===== src/smn_pkg.sv =====
// Package for the slice maximum finder and 8-bit normalizer.
// Holds widths, register indexes and the word carried along the divider cells.
// No dependencies.
`default_nettype none

package smn_pkg;

	localparam int PIX_FIELD_BITS = 16;
	localparam int DIV_BITS       = 16;
	localparam int LEVEL_BITS     = 8;
	localparam int REM_BITS       = DIV_BITS + LEVEL_BITS;
	localparam int CFG_BITS       = 16;
	localparam int CFG_IDX_BITS   = 1;

	localparam logic [CFG_IDX_BITS-1:0] REG_MAX_CEILING   = 1'd0;
	localparam logic [CFG_IDX_BITS-1:0] REG_REFERENCE_MAX = 1'd1;

	localparam logic [DIV_BITS-1:0]   CEILING_RESET = 16'd2500;
	localparam logic [LEVEL_BITS-1:0] LEVEL_MAX     = 8'd255;

	localparam logic FUNC_SCAN  = 1'b0;
	localparam logic FUNC_SCALE = 1'b1;

	typedef struct packed {
		logic [REM_BITS-1:0]   rem;
		logic [DIV_BITS-1:0]   dvs;
		logic [LEVEL_BITS-1:0] quo;
		logic                  skip;
		logic                  zero;
		logic                  last;
	} smn_work_t;

endpackage

`default_nettype wire


===== src/smn_if.sv =====
// Stream interfaces of the slice normalizer: pixel words in, level words out.
// Depends on smn_pkg for field widths.
`default_nettype none

interface smn_pix_if;
	logic                                valid;
	logic                                ready;
	logic                                func;
	logic [smn_pkg::PIX_FIELD_BITS-1:0]  pixel;
	logic                                first;
	logic                                last;

	modport source(output valid, func, pixel, first, last, input ready);
	modport sink(input valid, func, pixel, first, last, output ready);
endinterface

interface smn_lvl_if;
	logic                            valid;
	logic                            ready;
	logic [smn_pkg::LEVEL_BITS-1:0]  level;
	logic                            end_of_slice;
	logic                            zero_divisor;

	modport source(output valid, level, end_of_slice, zero_divisor, input ready);
	modport sink(input valid, level, end_of_slice, zero_divisor, output ready);
endinterface

`default_nettype wire


===== src/slice_max_normalize_to_8bit_top.sv =====
// Slice maximum finder and 8-bit normalizer, top level.
// Path: a scale word passes the head cell and then eight quotient cells, one bit each,
// each registered; scan words update the maximum and give no word.
// Throughput: one word per cycle; each cell holds its word only while the next one is full.
// Reset: cell valids clear, running maximum 0, max_ceiling 2500, reference_max 0.
`default_nettype none

module slice_max_normalize_to_8bit_top #(
	parameter int PIXEL_BITS = 16
) (
	input  wire logic                               clk,
	input  wire logic                               arst_n,
	smn_pix_if.sink                                 pix,
	smn_lvl_if.source                               lvl,
	input  wire logic                               cfg_we,
	input  wire logic [smn_pkg::CFG_IDX_BITS-1:0]   cfg_index,
	input  wire logic [smn_pkg::CFG_BITS-1:0]       cfg_data
);

	localparam int NCELL = smn_pkg::LEVEL_BITS;

	logic [smn_pkg::DIV_BITS-1:0] max_ceiling_q;
	logic [smn_pkg::DIV_BITS-1:0] reference_max_q;
	logic [PIXEL_BITS-1:0]        running_max_q;
	logic [PIXEL_BITS-1:0]        pix_m;
	logic [PIXEL_BITS-1:0]        scan_base;
	logic [smn_pkg::DIV_BITS-1:0] pix_ext;
	logic [smn_pkg::DIV_BITS-1:0] divisor;
	logic                         acc;
	logic                         front_ready;

	logic               stage_valid [NCELL+1];
	logic               stage_ready [NCELL+1];
	smn_pkg::smn_work_t stage_work  [NCELL+1];

	assign pix_m     = pix.pixel[PIXEL_BITS-1:0];
	assign pix_ext   = smn_pkg::DIV_BITS'(pix_m);
	assign pix.ready = front_ready;
	assign acc       = pix.valid && front_ready;
	assign scan_base = pix.first ? '0 : running_max_q;
	assign divisor   = (reference_max_q != '0) ? reference_max_q
	                                           : smn_pkg::DIV_BITS'(running_max_q);

	always_ff @(posedge clk or negedge arst_n) begin
		if (!arst_n) begin
			max_ceiling_q   <= smn_pkg::CEILING_RESET;
			reference_max_q <= '0;
		end else if (cfg_we) begin
			case (cfg_index)
				smn_pkg::REG_MAX_CEILING:   max_ceiling_q   <= cfg_data;
				smn_pkg::REG_REFERENCE_MAX: reference_max_q <= cfg_data;
				default: ;
			endcase
		end
	end

	// The scan updates at acceptance, so a later scale word sees every earlier scan word.
	always_ff @(posedge clk or negedge arst_n) begin
		if (!arst_n) begin
			running_max_q <= '0;
		end else if (acc && pix.func == smn_pkg::FUNC_SCAN) begin
			if (pix_m > scan_base && pix_ext < max_ceiling_q) begin
				running_max_q <= pix_m;
			end else begin
				running_max_q <= scan_base;
			end
		end
	end

	smn_front u_front (
		.clk       (clk),
		.arst_n    (arst_n),
		.in_valid  (pix.valid && pix.func == smn_pkg::FUNC_SCALE),
		.in_ready  (front_ready),
		.pix       (pix_ext),
		.dvs       (divisor),
		.last      (pix.last),
		.out_valid (stage_valid[0]),
		.out_ready (stage_ready[0]),
		.out_work  (stage_work[0])
	);

	for (genvar g = 0; g < NCELL; g++) begin : g_cell
		smn_cell #(
			.STEP(NCELL - 1 - g)
		) u_cell (
			.clk       (clk),
			.arst_n    (arst_n),
			.in_valid  (stage_valid[g]),
			.in_ready  (stage_ready[g]),
			.in_work   (stage_work[g]),
			.out_valid (stage_valid[g+1]),
			.out_ready (stage_ready[g+1]),
			.out_work  (stage_work[g+1])
		);
	end

	assign stage_ready[NCELL] = lvl.ready;
	assign lvl.valid          = stage_valid[NCELL];
	assign lvl.level          = stage_work[NCELL].quo;
	assign lvl.end_of_slice   = stage_work[NCELL].last;
	assign lvl.zero_divisor   = stage_work[NCELL].zero;

	// A zero divisor must come out as level zero.
	a_zero_level: assert property (@(posedge clk) disable iff (!arst_n)
		lvl.valid && lvl.zero_divisor |-> lvl.level == '0)
		else $error("zero divisor with nonzero level");

	// Within a scan pass the maximum never falls.
	a_max_grows: assert property (@(posedge clk) disable iff (!arst_n)
		acc && pix.func == smn_pkg::FUNC_SCAN && !pix.first
		|=> running_max_q >= $past(running_max_q))
		else $error("running maximum fell during a scan pass");

	// A first scan word of zero restarts the maximum at zero.
	a_max_restart: assert property (@(posedge clk) disable iff (!arst_n)
		acc && pix.func == smn_pkg::FUNC_SCAN && pix.first && pix_m == '0
		|=> running_max_q == '0)
		else $error("running maximum not restarted");

	// A scan word never enters the divider chain.
	a_scan_no_word: assert property (@(posedge clk) disable iff (!arst_n)
		acc && pix.func == smn_pkg::FUNC_SCAN && !stage_valid[0] |=> !stage_valid[0])
		else $error("scan word entered the divider");

endmodule

`default_nettype wire


===== src/smn_front.sv =====
// Head cell of the divider chain: forms pixel*255, detects saturation and
// a zero divisor, and registers the word for the first quotient cell. Uses smn_pkg.
`default_nettype none

module smn_front (
	input  wire logic                          clk,
	input  wire logic                          arst_n,
	input  wire logic                          in_valid,
	output logic                               in_ready,
	input  wire logic [smn_pkg::DIV_BITS-1:0]  pix,
	input  wire logic [smn_pkg::DIV_BITS-1:0]  dvs,
	input  wire logic                          last,
	output logic                               out_valid,
	input  wire logic                          out_ready,
	output smn_pkg::smn_work_t                 out_work
);

	logic [smn_pkg::REM_BITS-1:0] prod;
	logic [smn_pkg::REM_BITS-1:0] dvs_top;
	logic                         zero;
	logic                         sat;
	smn_pkg::smn_work_t           work_d;
	smn_pkg::smn_work_t           work_q;
	logic                         valid_q;

	// pixel * 255 as (pixel << 8) - pixel.
	assign prod    = {pix, {smn_pkg::LEVEL_BITS{1'b0}}} - smn_pkg::REM_BITS'(pix);
	assign dvs_top = {dvs, {smn_pkg::LEVEL_BITS{1'b0}}};
	assign zero    = (dvs == '0);
	// The quotient reaches 256 exactly when the product is at least divisor << 8.
	assign sat     = !zero && (prod >= dvs_top);

	always_comb begin
		work_d.rem  = prod;
		work_d.dvs  = dvs;
		work_d.quo  = sat ? smn_pkg::LEVEL_MAX : '0;
		work_d.skip = sat || zero;
		work_d.zero = zero;
		work_d.last = last;
	end

	assign in_ready = !valid_q || out_ready;

	always_ff @(posedge clk or negedge arst_n) begin
		if (!arst_n) begin
			valid_q <= 1'b0;
		end else if (in_ready) begin
			valid_q <= in_valid;
		end
	end

	always_ff @(posedge clk) begin
		if (in_valid && in_ready) begin
			work_q <= work_d;
		end
	end

	assign out_valid = valid_q;
	assign out_work  = work_q;

endmodule

`default_nettype wire


===== src/smn_cell.sv =====
// One restoring-division cell: decides quotient bit STEP and hands the
// reduced remainder to its neighbor. Uses smn_pkg.
`default_nettype none

module smn_cell #(
	parameter int STEP = 0
) (
	input  wire logic               clk,
	input  wire logic               arst_n,
	input  wire logic               in_valid,
	output logic                    in_ready,
	input  wire smn_pkg::smn_work_t in_work,
	output logic                    out_valid,
	input  wire logic               out_ready,
	output smn_pkg::smn_work_t      out_work
);

	logic [smn_pkg::REM_BITS-1:0] shifted;
	logic                         hit;
	smn_pkg::smn_work_t           work_d;
	smn_pkg::smn_work_t           work_q;
	logic                         valid_q;

	assign shifted = smn_pkg::REM_BITS'(in_work.dvs) << STEP;
	assign hit     = !in_work.skip && (in_work.rem >= shifted);

	always_comb begin
		work_d = in_work;
		if (hit) begin
			work_d.rem       = in_work.rem - shifted;
			work_d.quo[STEP] = 1'b1;
		end
	end

	assign in_ready = !valid_q || out_ready;

	always_ff @(posedge clk or negedge arst_n) begin
		if (!arst_n) begin
			valid_q <= 1'b0;
		end else if (in_ready) begin
			valid_q <= in_valid;
		end
	end

	always_ff @(posedge clk) begin
		if (in_valid && in_ready) begin
			work_q <= work_d;
		end
	end

	assign out_valid = valid_q;
	assign out_work  = work_q;

endmodule

`default_nettype wire


===== src/flat_wrapper.sv =====
// flat-port wrapper written by rule: the top's interface ports become plain ports
module slice_max_normalize_to_8bit_top_flat 
#(
	parameter int PIXEL_BITS = 16
)
  (clk, arst_n, cfg_we, cfg_index, cfg_data, pix_valid, pix_func, pix_pixel, pix_first, pix_last, pix_ready, lvl_valid, lvl_level, lvl_end_of_slice, lvl_zero_divisor, lvl_ready);
  smn_pix_if pix_i ();
  smn_lvl_if lvl_i ();
  input  wire logic clk;
  input  wire logic arst_n;
  input  wire logic cfg_we;
  input  wire logic [smn_pkg::CFG_IDX_BITS-1:0] cfg_index;
  input  wire logic [smn_pkg::CFG_BITS-1:0] cfg_data;
  input wire logic [$bits(pix_i.valid)-1:0] pix_valid;
  input wire logic [$bits(pix_i.func)-1:0] pix_func;
  input wire logic [$bits(pix_i.pixel)-1:0] pix_pixel;
  input wire logic [$bits(pix_i.first)-1:0] pix_first;
  input wire logic [$bits(pix_i.last)-1:0] pix_last;
  output wire logic [$bits(pix_i.ready)-1:0] pix_ready;
  output wire logic [$bits(lvl_i.valid)-1:0] lvl_valid;
  output wire logic [$bits(lvl_i.level)-1:0] lvl_level;
  output wire logic [$bits(lvl_i.end_of_slice)-1:0] lvl_end_of_slice;
  output wire logic [$bits(lvl_i.zero_divisor)-1:0] lvl_zero_divisor;
  input wire logic [$bits(lvl_i.ready)-1:0] lvl_ready;
  assign pix_i.valid = pix_valid;
  assign pix_i.func = pix_func;
  assign pix_i.pixel = pix_pixel;
  assign pix_i.first = pix_first;
  assign pix_i.last = pix_last;
  assign pix_ready = pix_i.ready;
  assign lvl_valid = lvl_i.valid;
  assign lvl_level = lvl_i.level;
  assign lvl_end_of_slice = lvl_i.end_of_slice;
  assign lvl_zero_divisor = lvl_i.zero_divisor;
  assign lvl_i.ready = lvl_ready;
  slice_max_normalize_to_8bit_top #(.PIXEL_BITS(PIXEL_BITS)) u_core (.clk(clk), .arst_n(arst_n), .pix(pix_i), .lvl(lvl_i), .cfg_we(cfg_we), .cfg_index(cfg_index), .cfg_data(cfg_data));
endmodule

===== config.mk =====
export PLATFORM = sky130hd
export DESIGN_NAME = slice_max_normalize_to_8bit_top_flat
export DESIGN_NICKNAME = d
export VERILOG_FILES = /design/src/smn_pkg.sv /design/src/smn_if.sv /design/src/slice_max_normalize_to_8bit_top.sv /design/src/smn_front.sv /design/src/smn_cell.sv /design/src/flat_wrapper.sv
export SDC_FILE = /design/constraint.sdc
export NUM_CORES = 1
export LEC_CHECK = 0
export BUFFER_PORTS_ARGS = -buffer_cell sky130_fd_sc_hd__buf_2
export CAP_MARGIN = 20
export CORE_MARGIN = 2
export CORE_UTILIZATION = 40
export CTS_BUF_LIST = sky130_fd_sc_hd__clkbuf_2 sky130_fd_sc_hd__clkbuf_4 sky130_fd_sc_hd__clkbuf_8
export CTS_CLUSTER_SIZE = 30
export DETAILED_ROUTE_END_ITERATION = 6
export REMOVE_ABC_BUFFERS = 1
export SKIP_CTS_REPAIR_TIMING = 1
export SYNTH_ARGS = -nofsm -noshare
export SYNTH_HDL_FRONTEND = slang
export SYNTH_SLANG_ARGS = --single-unit

===== constraint.sdc =====
create_clock -name clk -period 4.4 [get_ports clk]
set_input_delay 0.66 -clock clk [delete_from_list [all_inputs] [get_ports clk]]
set_output_delay 0.66 -clock clk [all_outputs]
set_load 0.02 [all_outputs]

==> results.py, run 1 <==
metrics = {
    "floorplan": {
        "core-area_mm2": 0.0592,
        "io_pins": 53,
        "dieArea_mm2": 0.0621,
        "die_h_um": 249,
        "dieWidth_um": 249,
        "initial_core_util_pct": 40.6,
        "placementRows": 89,
    },
    "cells_and_area": {
        "final_nets": 2449,
        "area_delta_synth_final_pct": 12.6,
        "fin_cells": 3047,
        "drive_above_1_share_pct": 13.7,
        "final_core_util_pct": 45.7,
        "multiInputGateArea_mm2": 0.00997,
        "nFillCells": 5352,
        "seqCellArea_mm2": 0.0131,
    },
    "drt": {
        "drt-total-wl_um": 49900,
        "post_drt_wl_per_cell_um": 16.4,
        "firstDrtPassIters": 7,
        "ant_nets": 0,
        "vias_per_cell": 5.24,
        "vias": 16000,
        "drcViolationCount": 0,
        "dr.first_iter.drc_count": 666,
    },
    "logic_synthesis": {
        "synth_cell_types": 75,
        "ys.flop_type": "edfxtp_1",
        "synth_most_common_cell": "edfxtp_1",
        "ys_seq_elements": 447,
        "synth_common_cells": "390 x edfxtp_1, 212 x inv_1, 184 x ha_1",
        "syn_avg_cell_area_um2": 11.6,
        "synth-async-reset-ratio_pct": 12.8,
        "synth_top_area_cell": "edfxtp_1",
        "ys_warn_count": 0,
        "postSynthCellCount": 2080,
        "synth.top_cell.area_share_pct": 48.7,
        "synthesis.area_mm2": 0.0240,
        "ys_seq_area_share_pct": 54.7,
        "synth-edff-count": 390,
        "netlist_top_cells_area": "edfxtp_1 49%, ha_1 9.6%, dfrtp_1 5.4%",
    },
    "clock_tree": {
        "clk_latency_ns": 0.64,
        "h-tree-depth": 3,
        "cts_buffers": 77,
        "cts_root_buffer": "clkbuf_8",
        "tritoncts": "yes",
        "clkSlewWorstSetupHoldPaths_ns": 0.05,
        "clockBufferDepth": 3,
        "clkSinkCount": 447,
    },
    "sta": {
        "setup_violations": 0,
        "maxSlewHeadroom_pct": 29.5,
        "hold_viol": 0,
        "final.setup_skew_ns": 0.0382,
        "fmaxAchievable_ghz": 0.245,
        "rsz0062_at_grt": "false",
        "tightest_slew_ns": 1.06,
        "finalCritPeriodShare_pct": 92.8,
        "finalCriticalPeriod_ns": 4.08,
        "maxSlewViolCount": 0,
    },
    "grt": {
        "gr-total-overflow": 0,
        "antenna_found_initial": 1,
        "grt_pass1_vias": 16600,
        "grt_pass1_wl_um": 82400,
        "grt_use_total_pct": 16.2,
        "grt_max_degree": 58,
    },
    "setup_path": {
        "cpPeakStageDelay_ns": 0.49,
        "arrival_ns": 4.44,
        "r2r_cells": 12,
        "cp_common_cell": "a21oi_1",
        "critPathKind": "input pin to flip-flop",
        "path_cells": "buf_2 > inv_1 > ha_1 > or3b_2 > o31ai_1 > a21oi_1 > a21oi_1 > nand2_1 > o211ai_1 > nor3_1 > xnor2_1 > ha_1 > a21o_1 > a21o_1 > a21oi_1 > nor2b_1 > o21ai_0 > a21oi_1 > a211o_1 > or2_1",
        "path_delay_family": "compound AO/OA/AOI/OAI gates",
        "crit_fanout": 3,
        "worstSetupEndpointType": "flip-flop",
        "crit_required_ns": 4.76,
        "path_buf_inv": 2,
        "critical-path-slowest-cell": "or3b_2",
        "worst_setup_path_start_kind": "input pin",
        "r2r-start": "u_core.reference_max_q[0]",
        "r2r-end": "u_core.u_front.out_work[2]",
        "r2r_slack_ns": 0.79,
    },
    "min_path": {
        "hp-class": "input pin to asynchronous set/reset pin",
    },
    "pwr": {
        "power_leakage_uw": 0.0111,
        "max-vdd-ir-drop_mv": 0.309,
        "powerDensity_mw_per_mm2": 396,
    },
    "placed_design": {
        "dp_cells": 2907,
        "dp_hpwl_um": 37700,
        "gp_congestion": 0.900,
        "portBuffers": 52,
    },
    "job": {
        "cap_viol_max_count": 0,
    },
    "outcome": {
        "status": "complete, no violations",
    },
}
-- sequential cells by signal, indices dropped and copies added (netlist names) --
register / flops
u_core.g_cell.u_cell.out_valid: 8
u_core.max_ceiling_q: 16
u_core.u_front.out_work: 44
u_core.running_max_q: 16
u_core.g_cell.u_cell.out_work: 346
u_core.reference_max_q: 16
u_core.u_front.out_valid: 1
-- stage by stage --
stage                     hold WS (ns)  TNS (ns)  worst slack, ns  area (µm²)  total power [µW]
after floorplan                  0.364         0            0.138       23900              6540
after global placement           0.404    -0.377           -0.206       25500              7010
after detailed placement         0.405    -0.408           -0.252       25500              7070
after CTS                        0.131         0            0.402       27000             10900
after global routing             0.140         0           0.0366       27100             11300
final                            0.182         0            0.317       27100             10700
-- per-layer routing --
layer,up-vias,part of all wire [%],GRT usage [%]
li1,7905,-,-
met1,7587,40,17.5
met2,334,53,30.5
met3,127,3.3,3.08
met4,0,3.8,7.54
met5,-,0,0
-- worst reg2reg max path, cell delays in order, from the launching register on --
cell and delay, ns:
dfrtp_1 0.39, nor4_1 0.45, nand3_1 0.16, nor2_1 0.43
a21oi_1 0.24, ha_1 0.34, nor2b_1 0.14, o21ai_0 0.15
nand2b_1 0.08, a211oi_1 0.32, o21ai_0 0.15, a211o_1 0.29
or2_1 0.21
-- area by class of cell --
class	instances	area share, %
timing repair buffer	100	2.48
antenna	1	0.00924
multi-input combinational	1379	36.8
sequential	447	48.5
clock buffer	114	5.19
clock inverter	21	0.434
tap	773	3.57
inverter	212	2.94
-- power by group --
part | switching [µW] | internal, µW | leakage [µW]
registers | 191 | 5010 | 0.00436
clock network | 1670 | 2050 | 0.000815
logic | 1040 | 786 | 0.00590
total | 2890 | 7840 | 0.0111
-- cells by family after synthesis --
family | Yosys count | synth area share, %
adders and majority gates | 191 | 10.2
DFF | 447 | 54.7
AOI/OAI and AO/OA | 487 | 12.9
and+or+nand+nor | 521 | 11.1
xor gates and xnor gates | 126 | 4.59
muxes | 54 | 2.50
buffers and inverters | 254 | 4.09
-- placed cells by master, fill, tap and decap left out, types with 7 or more instances in the layout --
cell / count
a211o_1: 8
a211oi_1: 14
a21o_1: 69
a21oi_1: 118
a22o_1: 18
a31oi_1: 9
and2_1: 9
and3_1: 9
buf_2: 53
buf_4: 43
clkbuf_4: 26
clkbuf_8: 88
clkinv_1: 12
dfrtp_1: 52
edfxtp_1: 390
fa_1: 7
ha_1: 184
inv_1: 212
mux2_2: 48
nand2_1: 147
nand2b_1: 49
nand3_1: 26
nand4_1: 30
nor2_1: 80
nor2b_1: 32
nor3_1: 41
nor4_1: 26
o211ai_1: 10
o21a_1: 27
o21ai_0: 128
o21ai_1: 10
o31ai_1: 18
or2_2: 12
or3_1: 22
xnor2_1: 72
xor2_1: 54
-- worst max-delay path by stage --
| stage | cells past startpoint | start | endpoint | slack, ns |
|---|---|---|---|---|
| after global routing | 20 | pix_pixel[8] | u_core.u_front.out_work[2] | 0.04 |
| after detailed placement | 20 | pix_pixel[8] | u_core.u_front.out_work[2] | -0.25 |
| final | 20 | pix_pixel[8] | u_core.u_front.out_work[2] | 0.32 |
| after global placement | 20 | pix_pixel[8] | u_core.u_front.out_work[2] | -0.21 |
| after floorplan | 19 | pix_pixel[8] | u_core.u_front.out_work[2] | 0.14 |
| after CTS | 20 | pix_pixel[8] | u_core.u_front.out_work[2] | 0.40 |
No activity file was read; power rests on OpenSTA's default activity.
==> run 2: changes to the inputs <==
- clock period: 4.4 -> 4.48 ns (I/O delays scaled with it)
==> results.py, run 2 (synthesis results as in run 1) <==
metrics = {
    "outcome": {
        "status": "complete, no violations",
    },
    "floorplan": {
        "dieWidth_um": 249,
        "die_h_um": 249,
        "io_pins": 53,
        "dieArea_mm2": 0.0621,
        "initial_core_util_pct": 40.6,
        "placementRows": 89,
        "core-area_mm2": 0.0592,
    },
    "setup_path": {
        "worst_setup_path_start_kind": "input pin",
        "arrival_ns": 4.38,
        "path_buf_inv": 2,
        "crit_fanout": 3,
        "critPathKind": "input pin to flip-flop",
        "crit_required_ns": 4.84,
        "critical-path-slowest-cell": "or3b_2",
        "path_delay_family": "compound AO/OA/AOI/OAI gates",
        "worstSetupEndpointType": "flip-flop",
        "path_cells": "buf_2 > inv_1 > ha_1 > or3b_2 > o41a_1 > o21ai_1 > a41o_1 > nand3_1 > and2_1 > nor2b_1 > xnor2_1 > ha_1 > a21o_1 > a21o_1 > a21oi_1 > nor2b_1 > o21ai_0 > a21oi_1 > a211o_1 > or2_1",
        "cpPeakStageDelay_ns": 0.51,
    },
    "drt": {
        "firstDrtPassIters": 5,
        "drt-total-wl_um": 48700,
        "post_drt_wl_per_cell_um": 16.0,
        "vias_per_cell": 5.20,
        "drcViolationCount": 0,
        "vias": 15800,
        "ant_nets": 0,
        "dr.first_iter.drc_count": 698,
    },
    "pwr": {
        "powerDensity_mw_per_mm2": 390,
        "p_int_uw": 7740,
        "power_switching_uw": 2810,
        "comb_power_share_pct": 16.8,
        "swShare_pct": 26.6,
        "power_leakage_uw": 0.0110,
        "p_clk_share_pct": 34.8,
        "finalPower_uw": 10600,
        "seqPwrFrac_pct": 48.4,
        "max-vdd-ir-drop_mv": 0.247,
    },
    "job": {
        "cap_viol_max_count": 0,
    },
    "sta": {
        "setup_violations": 0,
        "maxSlewViolCount": 0,
        "maxSlewHeadroom_pct": 29.8,
        "rsz0062_at_grt": "false",
        "tightest_slew_ns": 1.05,
        "hold_slack_ns": 0.176,
        "final.setup_skew_ns": 0.0449,
        "finalCritPeriodShare_pct": 89.8,
        "fmaxAchievable_ghz": 0.249,
        "hold_viol": 0,
        "fin_tns_setup_ns": 0,
        "finalCriticalPeriod_ns": 4.02,
    },
    "min_path": {
        "hp-class": "input pin to asynchronous set/reset pin",
    },
    "cells_and_area": {
        "fin_cells": 3036,
        "largest_reg_flops": 346,
        "final_nets": 2441,
        "final_common_cell": "edfxtp_1",
        "drive_above_1_share_pct": 13.3,
        "mostFrequentLayoutCells": "390 x edfxtp_1, 212 x inv_1, 184 x ha_1",
        "area_delta_synth_final_pct": 12.4,
    },
    "placed_design": {
        "dp_hpwl_um": 37400,
        "gp_congestion": 0.889,
        "portBuffers": 52,
        "dp_cells": 2900,
    },
    "grt": {
        "grt_max_degree": 58,
        "antenna_found_initial": 1,
        "grt_pass1_vias": 16400,
        "grt_pass1_wl_um": 81600,
        "grt_use_total_pct": 16.1,
        "gr-total-overflow": 0,
    },
    "clock_tree": {
        "tritoncts": "yes",
        "cts_root_buffer": "clkbuf_8",
        "h-tree-depth": 3,
        "clockBufferDepth": 3,
        "clkSlewWorstSetupHoldPaths_ns": 0.07,
        "clkSinkCount": 447,
        "cts_buffers": 76,
        "clk_latency_ns": 0.65,
    },
}
## run 2: final cells by class
| class | count | area [µm²] |
|---|---|---|
| Multi-Input combinational cell | 1379 | 9970 |
| Sequential cell | 447 | 13100 |
| Clock buffer | 106 | 1300 |
| Clock inverter | 25 | 220 |
| Antenna cell | 1 | 2.50 |
| Tap cell | 773 | 967 |
| Timing Repair Buffer | 93 | 621 |
| Inverter | 212 | 796 |
| Fill cell | 5355 | 32200 |
## run 2: final timing paths
check,from,end,slack (ns),cells after the start
max in group asynchronous,arst_n,u_core.g_cell[7].u_cell.out_valid,3.80,2
hold / removal,arst_n,u_core.max_ceiling_q[12],0.18,2
setup reg to reg,u_core.g_cell[5].u_cell.out_work[12],u_core.g_cell[6].u_cell.out_work[32],0.87,10
min in group clk,pix_last,u_core.u_front.out_work[0],0.22,1
setup / recovery,pix_pixel[8],u_core.u_front.out_work[2],0.46,20
hold reg to reg,u_core.g_cell[6].u_cell.out_work[0],u_core.g_cell[7].u_cell.out_work[0],0.41,0
## run 2: worst register-to-register path: cells and delay by family (launching register included)
kind	cells	cell delay (ns)
flops	1	0.41
compound gates	6	2.06
buf+inv	2	0.42
fa+ha+maj	1	0.30
simple gates	1	0.15
## run 2: power by group through the flow
stage	Combinational (µW)	Clock [µW]	Sequential (µW)
after floorplan	1300	0	5120
after global placement	1710	0	5180
after detailed placement	1760	0	5180
after CTS	1770	3810	5100
after global routing	2010	4000	5130
final	1780	3670	5100
## run 2: routing by layer
layer | share of wire, % | track usage, %
met1 | 41 | 17.8
met3 | 3.2 | 2.98
met5 | 0 | 0
met2 | 52 | 30.1
met4 | 3.7 | 6.78
## run 2: per-stage QoR
stage               area (µm²)  util [%]  worst slack (ns)
finish                   27000      45.6             0.457
detailed placement       25400      42.9            -0.168
global route             27000      45.6             0.224
global placement         25400      42.9            -0.105
floorplan                23900         -             0.206
CTS                      26900      45.5             0.491
==> run 3: changes to the inputs <==
- ABC_AREA: default -> 1
- clock period: 4.48 -> 4.8 ns (I/O delays scaled with it)
==> results.py, run 3 <==
metrics = {
    "drt": {
        "post_drt_wl_per_cell_um": 16.6,
        "ant_nets": 0,
        "vias_per_cell": 4.93,
        "drt-total-wl_um": 69200,
        "firstDrtPassIters": 7,
        "drcViolationCount": 0,
        "dr.first_iter.drc_count": 1071,
        "vias": 20500,
    },
    "logic_synthesis": {
        "synth_compound_area_share_pct": 8.80,
        "synth.mux.area_fraction_pct": 0,
        "synthesis.area_mm2": 0.0269,
        "ys_warn_count": 0,
        "yosys.area_share.xor_xnor_pct": 3.25,
        "synth-edff-count": 390,
        "synthAdderAreaFrac_pct": 9.07,
        "ys_seq_elements": 447,
        "netlist_top_cells_area": "edfxtp_1 44%, nand2_1 12%, ha_1 8.6%",
        "synth.top_cell.area_share_pct": 43.5,
        "syn_avg_cell_area_um2": 8.66,
        "synth_simple_gate_area_share_pct": 22.5,
        "synth_cell_types": 46,
        "synth_top_area_cell": "edfxtp_1",
        "postSynthCellCount": 3108,
        "synth_most_common_cell": "nand2_1",
        "synth-async-reset-ratio_pct": 12.8,
        "ys_seq_area_share_pct": 48.8,
        "synth_common_cells": "895 x nand2_1, 456 x inv_1, 390 x edfxtp_1",
        "ys.flop_type": "edfxtp_1",
        "synth_top_family_by_area": "simple AND/OR/NAND/NOR gates",
    },
    "cells_and_area": {
        "largest_reg_flops": 346,
        "seqCellArea_mm2": 0.0131,
        "nFillCells": 6715,
        "final_nets": 3452,
        "area_delta_synth_final_pct": 10.5,
        "final_common_cell": "nand2_1",
        "multiInputGateArea_mm2": 0.0118,
        "mostFrequentLayoutCells": "895 x nand2_1, 452 x inv_1, 390 x edfxtp_1",
        "drive_above_1_share_pct": 9.02,
        "fin_cells": 4155,
    },
    "grt": {
        "gr-total-overflow": 0,
        "grt_pass1_vias": 21000,
        "grt_pass1_wl_um": 110000,
        "antenna_found_initial": 1,
        "grt_max_degree": 58,
        "grt_use_total_pct": 20.2,
    },
    "clock_tree": {
        "clkSinkCount": 447,
        "tritoncts": "yes",
        "clkSlewWorstSetupHoldPaths_ns": 0.07,
        "cts_buffers": 82,
        "clockBufferDepth": 3,
        "h-tree-depth": 3,
        "cts_root_buffer": "clkbuf_8",
        "clk_latency_ns": 0.68,
    },
    "floorplan": {
        "io_pins": 53,
        "dieWidth_um": 263,
        "dieArea_mm2": 0.0694,
        "placementRows": 95,
        "core-area_mm2": 0.0669,
        "initial_core_util_pct": 40.2,
        "die_h_um": 263,
    },
    "setup_path": {
        "worst_setup_path_start_kind": "flip-flop",
        "worstSetupEndpointType": "flip-flop",
        "crit_required_ns": 5.22,
        "cp_common_cell": "nand2_1",
        "critical-path-slowest-cell": "o21bai_1",
        "cpPeakStageDelay_ns": 0.48,
        "critPathKind": "flip-flop to flip-flop",
        "path_cells": "nor2_1 > nand3_1 > nor2_1 > buf_4 > nand2_1 > o21bai_1 > inv_1 > ha_1 > nand2_1 > inv_1 > o21ai_0 > a21oi_1 > or2_2 > a21oi_1 > nand2_1 > nand2_1 > inv_1",
        "arrival_ns": 3.53,
        "crit_fanout": 14,
    },
    "pwr": {
        "swShare_pct": 30.6,
        "seqPwrFrac_pct": 46.1,
        "p_int_uw": 7240,
        "p_clk_share_pct": 33.7,
        "power_leakage_uw": 0.0135,
        "finalPower_uw": 10400,
        "powerDensity_mw_per_mm2": 351,
        "max-vdd-ir-drop_mv": 0.186,
        "comb_power_share_pct": 20.3,
        "power_switching_uw": 3200,
    },
    "placed_design": {
        "portBuffers": 52,
        "gp_congestion": 0.916,
        "dp_cells": 4008,
        "dp_hpwl_um": 55400,
    },
    "sta": {
        "fmaxAchievable_ghz": 0.321,
        "setup_violations": 0,
        "maxSlewHeadroom_pct": 28.9,
        "final.setup_skew_ns": 0.0466,
        "maxSlewViolCount": 0,
        "hold_viol": 0,
        "finalCritPeriodShare_pct": 64.9,
        "tightest_slew_ns": 1.07,
        "rsz0062_at_grt": "false",
        "finalCriticalPeriod_ns": 3.11,
        "fin_tns_setup_ns": 0,
    },
    "job": {
        "cap_viol_max_count": 0,
    },
    "min_path": {
        "hp-class": "input pin to asynchronous set/reset pin",
    },
    "outcome": {
        "status": "complete, no violations",
    },
}
[run 3: final timing paths]
path | from | slack, ns | cells past startpoint | endpoint
setup reg to reg | u_core.reference_max_q[11] | 1.69 | 17 | u_core.u_front.out_work[9]
setup / recovery | u_core.reference_max_q[11] | 1.69 | 17 | u_core.u_front.out_work[9]
hold reg to reg | u_core.g_cell[4].u_cell.out_work[10] | 0.41 | 0 | u_core.g_cell[5].u_cell.out_work[10]
max in group asynchronous | arst_n | 4.08 | 2 | u_core.g_cell[1].u_cell.out_valid
hold / removal | arst_n | 0.18 | 2 | u_core.running_max_q[15]
min in group clk | pix_last | 0.25 | 1 | u_core.u_front.out_work[0]
[run 3: logic make-up after synthesis]
group                      Yosys count
AOI/OAI and AO/OA                  422
adders and majority gates          191
DFF                                447
buffers and inverters              504
xor gates and xnor gates           100
and+or+nand+nor                   1444
[run 3: critical path: cells and delay by family, from the launching register on]
kind / cells / cell delay [ns]
AND/OR/NAND/NOR: 8 / 0.99
buffers and inverters: 4 / 0.43
adder cells (fa/ha/maj): 1 / 0.32
AO/OA/AOI/OAI: 4 / 0.73
flip-flops: 1 / 0.39
[run 3: power groups by stage]
stage / Sequential (µW) / Clock (µW) / Combinational (µW)
6_report: 4810 / 3510 / 2120
3_5_place_dp: 4880 / 0 / 2120
3_3_place_gp: 4880 / 0 / 2100
4_1_cts: 4810 / 3630 / 2130
2_1_floorplan: 4820 / 0 / 1530
5_1_grt: 4840 / 3800 / 2400
[run 3: per-stage QoR]
step                area (µm²)  hold slack, ns  setup slack (ns)  util, %
finish                   29700           0.184              1.69     44.4
global route             29700           0.200              1.39     44.4
CTS                      29700           0.161              1.68     44.4
detailed placement       28100           0.406              1.02     42.0
global placement         28100           0.402             0.977     42.0
floorplan                26600           0.400             0.944        -
[run 3: layer usage]
layer	track usage (%)	up-vias	wire length, µm
li1	-	10600	-
met3	2.82	171	1890
met5	0	-	0
met4	10.1	0	3440
met1	21.6	9429	27300
met2	38.6	339	36600
[run 3: area by class of cell]
cell class                 count  area share, %
sequential                   447           44.2
multi-input combinational   2157           39.6
inverter                     465           5.88
clock buffer                 110           4.54
tap                          873           3.67
timing repair buffer          67           1.30
clock inverter                34          0.741
antenna                        2         0.0168
